--- config.mk ---
export PLATFORM = sky130hd
export DESIGN_NAME = keypad_command_frame_sender
export DESIGN_NICKNAME = d
export VERILOG_FILES = /design/src/rtl/core/kcfs_pkg.sv /design/src/rtl/core/kcfs_front.sv /design/src/rtl/core/kcfs_queue.sv /design/src/rtl/core/kcfs_back.sv /design/src/rtl/core/keypad_command_frame_sender.sv
export SDC_FILE = /design/constraint.sdc
export NUM_CORES = 1
export LEC_CHECK = 0
export BUFFER_PORTS_ARGS = -buffer_cell sky130_fd_sc_hd__buf_2
export CORE_UTILIZATION = 57
export DETAILED_ROUTE_END_ITERATION = 10
export GPL_TIMING_DRIVEN = 0
export HOLD_SLACK_MARGIN = 0.08
export PLACE_DENSITY = 0.77
export SETUP_SLACK_MARGIN = 0.2
export SYNTH_ARGS = -nofsm -noshare
export SYNTH_HDL_FRONTEND = slang
export SYNTH_HIERARCHICAL = 1
export SYNTH_SLANG_ARGS = --single-unit
--- constraint.sdc ---
create_clock -name clk_i -period 2.9 [get_ports clk_i]
set_input_delay 0 -clock clk_i [delete_from_list [all_inputs] [get_ports clk_i]]
set_output_delay 0 -clock clk_i [all_outputs]
set_load 0.05 [all_outputs]
--- src/rtl/core/kcfs_pkg.sv ---
// Package for the keypad command frame sender: item and segment types,
// frame timing constants and the segment lookup function.
// No dependencies.
`timescale 1ns / 1ps

package kcfs_pkg;

  localparam int unsigned HoldWidth = 14;
  localparam int unsigned SegWidth  = 6;

  localparam logic [SegWidth-1:0] SegLast      = 6'd36;
  localparam logic [SegWidth-1:0] SegFirstBit  = 6'd7;
  localparam logic [SegWidth-1:0] SegLastBit   = 6'd30;

  localparam logic [HoldWidth-1:0] SettleUs    = 14'd10000;
  localparam logic [HoldWidth-1:0] RequestUs   = 14'd150;
  localparam logic [HoldWidth-1:0] BitUs       = 14'd20;
  localparam logic [HoldWidth-1:0] HighUs      = 14'd40;
  localparam logic [HoldWidth-1:0] StopHighUs  = 14'd30;
  localparam logic [HoldWidth-1:0] ReleaseUs   = 14'd0;

  localparam logic [1:0] PhaseHigh = 2'd1;
  localparam logic [1:0] PhaseLast = 2'd2;

  // Where the data line level of a segment comes from.
  typedef enum logic [1:0] {
    DataHigh,
    DataLow,
    DataBit,
    DataParity
  } data_sel_e;

  // One command as it travels from the front to the back.
  typedef struct packed {
    logic [7:0] cmd;
    logic       parity;
  } item_t;

  typedef struct packed {
    logic                 clock;
    data_sel_e            data_sel;
    logic                 driven;
    logic [HoldWidth-1:0] hold;
  } seg_t;

  // Fixed shape of segment idx; the data-bit region uses the phase within
  // its three-segment bit cell.
  function automatic seg_t seg_lookup(input logic [SegWidth-1:0] idx,
                                      input logic [1:0] phase);
    seg_t s;
    s.clock    = 1'b0;
    s.data_sel = DataLow;
    s.driven   = 1'b1;
    s.hold     = BitUs;
    case (idx)
      6'd0: begin
        s.clock    = 1'b1;
        s.data_sel = DataHigh;
        s.hold     = SettleUs;
      end
      6'd1: begin
        s.data_sel = DataHigh;
      end
      6'd2: begin
        s.hold = RequestUs;
      end
      6'd3, 6'd4, 6'd6: begin
        s.data_sel = DataLow;
      end
      6'd5: begin
        s.clock = 1'b1;
      end
      6'd31, 6'd33: begin
        s.data_sel = DataParity;
      end
      6'd32: begin
        s.clock    = 1'b1;
        s.data_sel = DataParity;
      end
      6'd34: begin
        s.data_sel = DataHigh;
      end
      6'd35: begin
        s.clock    = 1'b1;
        s.data_sel = DataHigh;
        s.hold     = StopHighUs;
      end
      6'd36: begin
        s.clock    = 1'b1;
        s.data_sel = DataHigh;
        s.driven   = 1'b0;
        s.hold     = ReleaseUs;
      end
      default: begin
        s.data_sel = DataBit;
        s.clock    = (phase == PhaseHigh);
        s.hold     = (phase == PhaseHigh) ? HighUs : BitUs;
      end
    endcase
    return s;
  endfunction

endpackage

--- src/rtl/core/kcfs_front.sv ---
// Front stage: takes command bytes, works out odd parity and registers the item.
// Depends on kcfs_pkg.
`timescale 1ns / 1ps

module kcfs_front (
  input  logic                 clk_i,
  input  logic                 rst_ni,
  input  logic                 push,
  output logic                 full,
  input  logic [7:0]           command_byte_i,
  output logic                 item_valid_o,
  output kcfs_pkg::item_t      item_o,
  input  logic                 item_full_i
);
  import kcfs_pkg::*;

  logic  valid_q, valid_d;
  item_t item_q, item_d;
  logic  accept;

  // The register frees itself whenever the queue behind it has room.
  assign full   = valid_q & item_full_i;
  assign accept = push & ~full;

  always_comb begin
    valid_d = valid_q;
    item_d  = item_q;
    if (accept) begin
      valid_d       = 1'b1;
      item_d.cmd    = command_byte_i;
      item_d.parity = ~(^command_byte_i);
    end else if (valid_q && !item_full_i) begin
      valid_d = 1'b0;
    end
  end

  always_ff @(posedge clk_i or negedge rst_ni) begin
    if (!rst_ni) begin
      valid_q <= 1'b0;
    end else begin
      valid_q <= valid_d;
    end
  end

  always_ff @(posedge clk_i) begin
    item_q <= item_d;
  end

  assign item_valid_o = valid_q;
  assign item_o       = item_q;

endmodule

--- src/rtl/core/kcfs_queue.sv ---
// Two-entry queue that decouples the front stage from the segment sequencer.
// Depends on kcfs_pkg.
`timescale 1ns / 1ps

module kcfs_queue (
  input  logic            clk_i,
  input  logic            rst_ni,
  input  logic            wr_i,
  input  kcfs_pkg::item_t wr_item_i,
  output logic            full_o,
  input  logic            rd_i,
  output kcfs_pkg::item_t rd_item_o,
  output logic            empty_o
);
  import kcfs_pkg::*;

  item_t      mem_q [2];
  logic       wr_ptr_q, rd_ptr_q;
  logic [1:0] count_q;
  logic       do_wr, do_rd;

  assign full_o  = (count_q == 2'd2);
  assign empty_o = (count_q == 2'd0);
  assign do_wr   = wr_i & ~full_o;
  assign do_rd   = rd_i & ~empty_o;
  assign rd_item_o = mem_q[rd_ptr_q];

  always_ff @(posedge clk_i or negedge rst_ni) begin
    if (!rst_ni) begin
      wr_ptr_q <= 1'b0;
      rd_ptr_q <= 1'b0;
      count_q  <= 2'd0;
    end else begin
      if (do_wr) begin
        wr_ptr_q <= ~wr_ptr_q;
      end
      if (do_rd) begin
        rd_ptr_q <= ~rd_ptr_q;
      end
      if (do_wr && !do_rd) begin
        count_q <= count_q + 2'd1;
      end else if (do_rd && !do_wr) begin
        count_q <= count_q - 2'd1;
      end
    end
  end

  always_ff @(posedge clk_i) begin
    if (do_wr) begin
      mem_q[wr_ptr_q] <= wr_item_i;
    end
  end

  a_count_bound : assert property (@(posedge clk_i) disable iff (!rst_ni)
    count_q != 2'd3)
    else $error("queue count out of range");

  a_ptr_match : assert property (@(posedge clk_i) disable iff (!rst_ni)
    (count_q == 2'd0 || count_q == 2'd2) |-> (wr_ptr_q == rd_ptr_q))
    else $error("queue pointers disagree with count");

  a_count_step : assert property (@(posedge clk_i) disable iff (!rst_ni)
    (do_wr && !do_rd) |=> (count_q == $past(count_q) + 2'd1))
    else $error("queue count did not follow a write");

endmodule

--- src/rtl/core/kcfs_back.sv ---
// Segment sequencer: walks the 37 segments of a frame and holds each in an
// output register until it is popped. Depends on kcfs_pkg.
`timescale 1ns / 1ps

module kcfs_back (
  input  logic                 clk_i,
  input  logic                 rst_ni,
  input  logic                 q_empty_i,
  input  kcfs_pkg::item_t      q_item_i,
  output logic                 q_rd_o,
  output logic                 empty,
  input  logic                 pop,
  output logic                 clock_level_o,
  output logic                 data_level_o,
  output logic                 lines_driven_o,
  output logic [13:0]          hold_us_o,
  output logic [5:0]           segment_index_o,
  output logic                 last_segment_o
);
  import kcfs_pkg::*;

  typedef enum logic {
    StIdle,
    StSend
  } state_e;

  state_e              state_q;
  logic [SegWidth-1:0] seg_q;
  logic [1:0]          phase_q;
  logic [7:0]          shift_q;
  logic                par_q;
  logic                out_valid_q;
  seg_t                seg;
  logic                advance, load_out, at_last, in_bits, data_bit;

  assign advance  = ~out_valid_q | pop;
  assign load_out = advance & (state_q == StSend);
  assign at_last  = (seg_q == SegLast);
  assign in_bits  = (seg_q >= SegFirstBit) && (seg_q <= SegLastBit);
  assign seg      = seg_lookup(seg_q, phase_q);
  assign q_rd_o   = ~q_empty_i & ((state_q == StIdle) | (load_out & at_last));
  assign empty    = ~out_valid_q;

  always_comb begin
    case (seg.data_sel)
      DataHigh:   data_bit = 1'b1;
      DataLow:    data_bit = 1'b0;
      DataBit:    data_bit = shift_q[0];
      DataParity: data_bit = par_q;
      default:    data_bit = 1'b1;
    endcase
  end

  always_ff @(posedge clk_i or negedge rst_ni) begin
    if (!rst_ni) begin
      state_q     <= StIdle;
      seg_q       <= '0;
      phase_q     <= '0;
      out_valid_q <= 1'b0;
    end else begin
      if (load_out) begin
        out_valid_q <= 1'b1;
      end else if (advance) begin
        out_valid_q <= 1'b0;
      end
      if (q_rd_o) begin
        state_q <= StSend;
        seg_q   <= '0;
        phase_q <= '0;
      end else if (load_out) begin
        if (at_last) begin
          state_q <= StIdle;
        end else begin
          seg_q <= seg_q + 6'd1;
          if (in_bits) begin
            phase_q <= (phase_q == PhaseLast) ? 2'd0 : phase_q + 2'd1;
          end
        end
      end
    end
  end

  // Payload: the command byte shifts out least significant bit first.
  always_ff @(posedge clk_i) begin
    if (q_rd_o) begin
      shift_q <= q_item_i.cmd;
      par_q   <= q_item_i.parity;
    end else if (load_out && in_bits && phase_q == PhaseLast) begin
      shift_q <= {1'b0, shift_q[7:1]};
    end
    if (load_out) begin
      clock_level_o   <= seg.clock;
      data_level_o    <= data_bit;
      lines_driven_o  <= seg.driven;
      hold_us_o       <= seg.hold;
      segment_index_o <= seg_q;
      last_segment_o  <= at_last;
    end
  end

  a_last_index : assert property (@(posedge clk_i) disable iff (!rst_ni)
    (!empty && last_segment_o) |-> (segment_index_o == SegLast))
    else $error("last segment flag on wrong index");

  a_release_last : assert property (@(posedge clk_i) disable iff (!rst_ni)
    (!empty && !lines_driven_o) |-> last_segment_o)
    else $error("lines released before the frame end");

  a_seg_order : assert property (@(posedge clk_i) disable iff (!rst_ni)
    (load_out && !at_last && !q_rd_o) |=> (seg_q == $past(seg_q) + 6'd1))
    else $error("segment index skipped");

  a_phase_idle : assert property (@(posedge clk_i) disable iff (!rst_ni)
    (state_q == StSend && !in_bits) |-> (phase_q == 2'd0))
    else $error("bit phase out of step");

endmodule

--- src/rtl/core/keypad_command_frame_sender.sv ---
// Path: a pushed byte passes the front register, the queue and the sequencer before its first segment is registered.
// Throughput: one beat of results per cycle while pop is held high and a byte
// is waiting; each byte gives 37 segments, walked by the segment sequencer.
// Up to four bytes (front register, two-entry queue, sequencer) may be held.
// Reset: asynchronous, active low; all queues empty, empty high, full low.
`timescale 1ns / 1ps

// Top level of the keypad command frame sender. It instantiates the front
// stage, the decoupling queue and the segment sequencer, all built on kcfs_pkg.
module keypad_command_frame_sender (
  input  logic        clk_i,
  input  logic        rst_ni,
  // Input side, queue style: a beat moves when push is high and full is low.
  input  logic        push,
  output logic        full,
  input  logic [7:0]  command_byte_i,
  // Result side, queue style: a beat moves when pop is high and empty is low.
  output logic        empty,
  input  logic        pop,
  output logic        clock_level_o,
  output logic        data_level_o,
  output logic        lines_driven_o,
  output logic [13:0] hold_us_o,
  output logic [5:0]  segment_index_o,
  output logic        last_segment_o
);
  import kcfs_pkg::*;

  // Items leave the front stage with their parity already worked out.
  logic  front_valid;
  item_t front_item;
  logic  q_full, q_empty, q_rd;
  item_t q_item;

  kcfs_front u_front (
    .clk_i          (clk_i),
    .rst_ni         (rst_ni),
    .push           (push),
    .full           (full),
    .command_byte_i (command_byte_i),
    .item_valid_o   (front_valid),
    .item_o         (front_item),
    .item_full_i    (q_full)
  );

  // The queue lets the front keep taking bytes while a frame is still
  // being sent.
  kcfs_queue u_queue (
    .clk_i     (clk_i),
    .rst_ni    (rst_ni),
    .wr_i      (front_valid),
    .wr_item_i (front_item),
    .full_o    (q_full),
    .rd_i      (q_rd),
    .rd_item_o (q_item),
    .empty_o   (q_empty)
  );

  // The sequencer picks up the next byte in the same cycle that it loads
  // the release segment of the current frame, so frames follow without a gap.
  kcfs_back u_back (
    .clk_i           (clk_i),
    .rst_ni          (rst_ni),
    .q_empty_i       (q_empty),
    .q_item_i        (q_item),
    .q_rd_o          (q_rd),
    .empty           (empty),
    .pop             (pop),
    .clock_level_o   (clock_level_o),
    .data_level_o    (data_level_o),
    .lines_driven_o  (lines_driven_o),
    .hold_us_o       (hold_us_o),
    .segment_index_o (segment_index_o),
    .last_segment_o  (last_segment_o)
  );

endmodule

# Yosys cells after proc, flatten, opt, wreduce, memory -nomap -nowiden
# Memory sizes are Yosys's and may differ from the RTL's.
# Index checks and enable logic that the tools add are counted.
totals:
  out_inout_bits: 26
  wordCells: 117
  reg_bits: 57
  rom_bits: 0
  latchBits: 0
  ram_bits: 18
  mem_count: 1
  in_bits: 12
memory_table:
  columns: ["memory", "words", "width", "read_ports", "rd_ports_with_merged_regs", "wr", "line_no", "source"]
  rows:
  - ["u_queue.mem_q", 2, 9, 1, 0, 1, "kcfs_queue.sv:17", "item_t mem_q [2];"]
op_classes:
  mux: 27
  eq_ne: 19
  n_shift: 0
  addsub: 4
  div: 0
  n_bitwise: 17
  n_reduce_logical: 29
  order_cmp: 2
  multipliers: 0
op_table:
  columns: ["cell", "count"]
  rows:
  - ["one-hot mux 14 bit (5 select lines)", 1]
  - ["== test 6 bit (second input constant)", 5]
  - ["two-way mux 6 bit", 4]
  - ["== test 6 x 3 -> 1 bit (second input constant)", 3]
  - ["two-way mux 8 bit", 2]
  - ["OR reduction 5 bit", 3]
  - ["two-way mux 2 bit", 7]
  - ["nonzero test 2 bit", 7]
  - ["== test 6 x 2 -> 1 bit (second input constant)", 2]
  - ["two-way mux 1 bit", 10]
  - ["OR reduction 9 bit", 1]
  - ["== test 2 bit (second input constant)", 4]
  - ["inverter 1 bit", 8]
  - ["OR reduction 8 bit", 1]
  - ["XOR reduction 8 bit", 1]
  - ["bitwise AND 1 bit", 7]
  - ["adder 6 x 1 -> 6 bit (second input constant)", 1]
  - ["== test 6 x 1 -> 1 bit (second input constant)", 1]
  - ["== test 6 x 5 -> 1 bit (second input constant)", 1]
  - ["greater-or-equal comparator 6 x 3 -> 1 bit (second input constant)", 1]
  - ["<= comparator 6 x 5 -> 1 bit (second input constant)", 1]
  - ["logical AND 1 bit", 6]
  - ["zero test 6 bit", 1]
  - ["one-hot mux 2 bit (3 select lines)", 1]
  - ["other kinds (12)", 19]

# Logic depth before layout (Yosys ltp)
logic_depth:
  ltp_word: 10
  depth_mapped: 11
  ltp_nobuf: 9

# By module
# The synthesis kept the hierarchy.
modules_own_cells:
  columns: ["mod", "cells_each", "area_each_um2", "n_inst", "seq_area_each_um2"]
  rows:
  - ["kcfs_back", 158, 1864.3, 1, 1031.0]
  - ["kcfs_queue", 47, 853.3, 1, 640.6]
  - ["kcfs_front", 20, 375.4, 1, 295.3]

# Worst setup path before layout
# No wires, ideal clock.
synth_timing:
  path_kind: "register -> register"
  startpoint: "reg u_back.seg_q[0]"
  endpoint: "reg u_queue.count_q[1]"
  stages_incl_launch_ff: 12
  setup_time_ns: 0.125
  arrival_ns: 2.057
  path_buffers: 2
  period_less_slack_ns: 2.182
  required_ns: 2.775
  setup_slack_ns: 0.718
  path_cell_list: "dfrtp_1 -> inv_1 -> ha_1 -> buf_6 -> a41oi_1 -> buf_4 -> inv_2 -> o21ai_1 -> ha_1 -> xor2_1 -> nor2_1 -> xor2_1"
synth_via:
  elab_chain_len: 8
  elab_cells_between_ends: 10
  classes_between: "eq/ne: 1; mux: 1; bitwise: 4; reduce/logical: 4"
synth_rtl:
  columns: ["item", "line_no", "source"]
  rows:
  - ["start, declared", "kcfs_back.sv:28", "logic [SegWidth-1:0] seg_q;"]
  - ["start signal, assigned", "kcfs_back.sv:74", "seg_q <= seg_q + 6'd1;"]
  - ["== test 6 bit (*)", "kcfs_back.sv:38", "assign at_last = (seg_q == SegLast);"]
  - ["bitwise AND 1 bit (*)", "kcfs_back.sv:41", "assign q_rd_o = ~q_empty_i & ((state_q == StIdle) | (load_out & at_last));"]
  - ["OR 1 bit (*)", "kcfs_back.sv:41", null]
  - ["bitwise AND 1 bit (*)", "kcfs_back.sv:41", null]
  - ["net q_rd", "keypad_command_frame_sender.sv:32", "logic q_full, q_empty, q_rd;"]
  - ["bitwise AND 1 bit (*)", "kcfs_queue.sv:25", "assign do_rd = rd_i & ~empty_o;"]
  - ["zero test 1 bit", "kcfs_queue.sv:40", "if (do_wr && !do_rd) begin"]
  - ["logical AND 1 bit", "kcfs_queue.sv:40", null]
  - ["two-way mux 2 bit / nonzero test 2 bit (equally long branches)", null, null]
  - ["end signal, assigned", "kcfs_queue.sv:41", "count_q <= count_q + 2'd1;"]
  - ["end signal, assigned", "kcfs_queue.sv:43", "count_q <= count_q - 2'd1;"]
  - ["end, declared", "kcfs_queue.sv:19", "logic [1:0] count_q;"]
# The timed path passes the listed nets; every way through them passes the cells marked *.
# A chain may end at the register's enable or synchronous reset.

# Final worst setup path
layout_timing:
  startpoint: "reg u_back.seg_q[1]"
  endpoint: "reg u_queue.count_q[1]"
# Same word-level chain as after synthesis.

==> metrics.md <==
| Metric | Value |
|---|---|
| Synth-to-layout area growth | 19.0% |
| Arrival time at the worst endpoint | 2.67 ns |
| Setup_tns | 0 ns |
| Synth top area cells | edfxtp_1 (51%), dfrtp_1 (12%), mux2_1 (4.0%), xnor2_1 (3.4%), ha_1 (2.4%) |
| # DRC | 0 |
| Clk_lat worst skew | 0.34 ns |
| Syn_area_per_cell | 13.7 um^2 |
| Layout cell share with drive strength beyond 1 | 0.284 |
| PwrDens | 1060 nW/um^2 |
| Fin crit period | 2.44 ns |
| Sink Count | 68 |
| IO Count | 38 |
| Post-Synthesis Cells | 225 |
| Die height | 75.7 um |
| Initial antenna violation count | 0 |
| Core area | 5170 um^2 |
| Slew margin rel. | 0.497 |
| Worst-margin pin slew | 0.753 ns |
| Multi-input gate area | 998 um^2 |
| Die width | 75.7 um |
| H-tree depth | 3 |
| Crit. End Element | register |
| Post-synthesis sequential area ratio | 0.636 |
| Post-CTS setup buffer count | 0 |
| Cell variety after synth | 48 |
| CTS Buffer Depth | 2 |
| Wirelength per Cell | 14.0 um |
| Number of vias per cell | 5.26 |
| Largest net degree at the start of global routing | 18 |
| Overflow after GRT | 0 |
| RSZ-0062 raised after global routing | no |
| Vias in the first global route | 1854 |
| Row Count | 26 |
| CTS tree | yes |
| Vias | 1889 |
| Antenna viol nets, final | 0 |
| Hold crit path type | input pin to asynchronous set/reset pin |
| Yosys warning total | 6 |
| Global-route wire length before repair | 8.18 mm |
| Main synth FF type | edfxtp_1 |
| Sequential Area | 1970 um^2 |
| Gpl congestion | 0.869 |
| Post-layout net count | 302 |
| DIE AREA | 5730 um^2 |
| Ant. Diodes | 0 |
| Post-synth top area cell | edfxtp_1 |
| Post-synth top cells | edfxtp_1 (53), nor2_1 (16), dfrtp_1 (15), xnor2_1 (12), mux2_1 (11) |
| Worst path required time | 3.13 ns |
| GRT Resource Usage Total | 0.203 |
| Max-Cap Viols | 0 |
| CP Class | register to register |
| Clock skew | 0.00914 ns |
| Post-synth EDFFs | 53 |
| Dpl hpwl | 3.22 mm |
| Clk slew on worst S/H paths | 0.08 ns |
| Final WL | 5.02 mm |
| F_max | 410 MHz |
| Final hold viol count | 0 |
| Worst IR drop on VDD | 0.000566 V |
| First DRT Iteration DRCs | 135 |
| Critical Path Fanout Max | 10 |
| Syn Std Cell Area | 3090 um^2 |
| Tcrit/Tclk final | 0.841 |
| Most common cell in the netlist | edfxtp_1 |
| Drt pass-1 iters | 4 |
| Fillcell total | 354 |
| Post-synth top area share | 0.515 |
| TritonCTS buffer count | 9 |
| FF+latch count, synth | 68 |
| PnR Total Power | 3900 uW |
| Leakage | 0.00149 uW |
| Root buffer cell | clkbuf_8 |
| Async set or reset register ratio after synthesis | 0.221 |
| Max Slew Vio Count | 0 |
| Startpoint Class | register |
| Initial core utilization | 0.598 |
| Buffers on Ports | 33 |
| Post-layout util | 0.712 |
| Status | finished, final reports clean |
| Final setup fails | 0 |
[metal layers]
| layer | GRT usage | share of wire | up-vias | wire (um) |
|---|---|---|---|---|
| met2 | 0.359 | 0.52 | 65 | 2620 |
| met1 | 0.221 | 0.41 | 886 | 2050 |
| met3 | 0.0397 | 0.040 | 18 | 200 |
| li1 | - | - | 920 | - |
| met5 | 0 | 0 | - | 0 |
| met4 | 0.138 | 0.029 | 0 | 144 |
[registers in the layout, indices dropped and copies added (netlist names), 2 cells and up]
register / cells
u_back/seg_q: 6
u_back/phase_q: 2
u_front/item_o: 9
u_back/segment_index_o: 6
u_back/hold_us_o: 7
u_back/shift_q: 8
u_queue/count_q: 2
u_queue/mem_q: 18
[where the power goes]
part / total [uW] / internal [uW] / switching (uW)
registers: 1550 / 1420 / 133
logic: 1570 / 553 / 1020
clock network: 772 / 401 / 371
[critical path, cell delays in order, from the launching register on]
cell and delay [ns]:
dfrtp_1 0.49, inv_1 0.13, ha_1 0.21, buf_6 0.14, a41oi_2 0.26, buf_4 0.25, inv_2 0.10, o21ai_1 0.16
ha_1 0.22, xor2_1 0.16, nor2_1 0.06, xor2_1 0.13
[stage by stage]
stage	setup WS [ns]	hold slack, ns	instances	area, um^2
6_report	0.462	0.0997	359	3680
5_1_grt	0.299	0.139	359	3680
4_1_cts	0.256	0.107	358	3670
3_5_place_dp	0.270	-0.0589	331	3360
3_3_place_gp	0.320	-0.0659	331	3360
2_1_floorplan	0.718	-0.296	228	3100
[cells in the final DEF, fill, tap and decap left out, drive strengths merged, types with 4 or more instances in the layout]
master,n
inv,11
xnor2,13
mux2i,4
and3,4
dlygate4sd3,11
conb,4
mux2,16
nand2,10
nand3,5
o21ai,7
nand2b,5
clkinv,5
ha,6
buf,49
edfxtp,53
dfrtp,15
nor2,16
clkbuf,11
o211ai,5
nor2b,4
[kinds of logic after synthesis]
kind of cell	synth area share
muxes	0.0712
and+or+nand+nor	0.107
adders and majority gates	0.0243
other	0.00121
buffers and inverters	0.0473
xor gates and xnor gates	0.0477
DFF	0.636
AOI/OAI and AO/OA	0.0655
[repair_timing]
item,in CTS,in global routing
gates resized for setup,0,1
endpoints found under the hold margin,25,0
hold buffers,11,0
setup endpoints to repair,0,1
[worst paths after layout]
path                                                  start                             endpoint  slack, ns  depth (start not counted)
worst max-delay path            u_back/seg_q[1]$_DFFE_PN0P_       u_queue/count_q[1]$_DFFE_PN0P_       0.46                         11
worst min-delay path                                 rst_ni        u_back/phase_q[1]$_DFFE_PN0P_        0.1                          2
worst max register to register  u_back/seg_q[1]$_DFFE_PN0P_       u_queue/count_q[1]$_DFFE_PN0P_       0.46                         11
worst min register to register  u_back/seg_q[2]$_DFFE_PN0P_  u_back/segment_index_o[2]$_DFFE_PP_       0.44                          0
max in group asynchronous                            rst_ni          u_back/seg_q[5]$_DFFE_PN0P_       2.52                          2
min in group clk_i                        command_byte_i[6]          u_front/item_o[7]$_DFFE_PP_       0.39                          2
[area by class of cell]
| type | instances | area share |
|---|---|---|
| plain buffers | 17 | 0.0296 |
| clock inverters | 7 | 0.0204 |
| well taps | 70 | 0.0238 |
| flip-flops and latches | 68 | 0.534 |
| clock buffers | 9 | 0.0337 |
| multi-input cells | 133 | 0.271 |
| repair buffers | 45 | 0.0768 |
| inverters | 10 | 0.0102 |
Note: power is estimated with default switching activity, not from simulation.
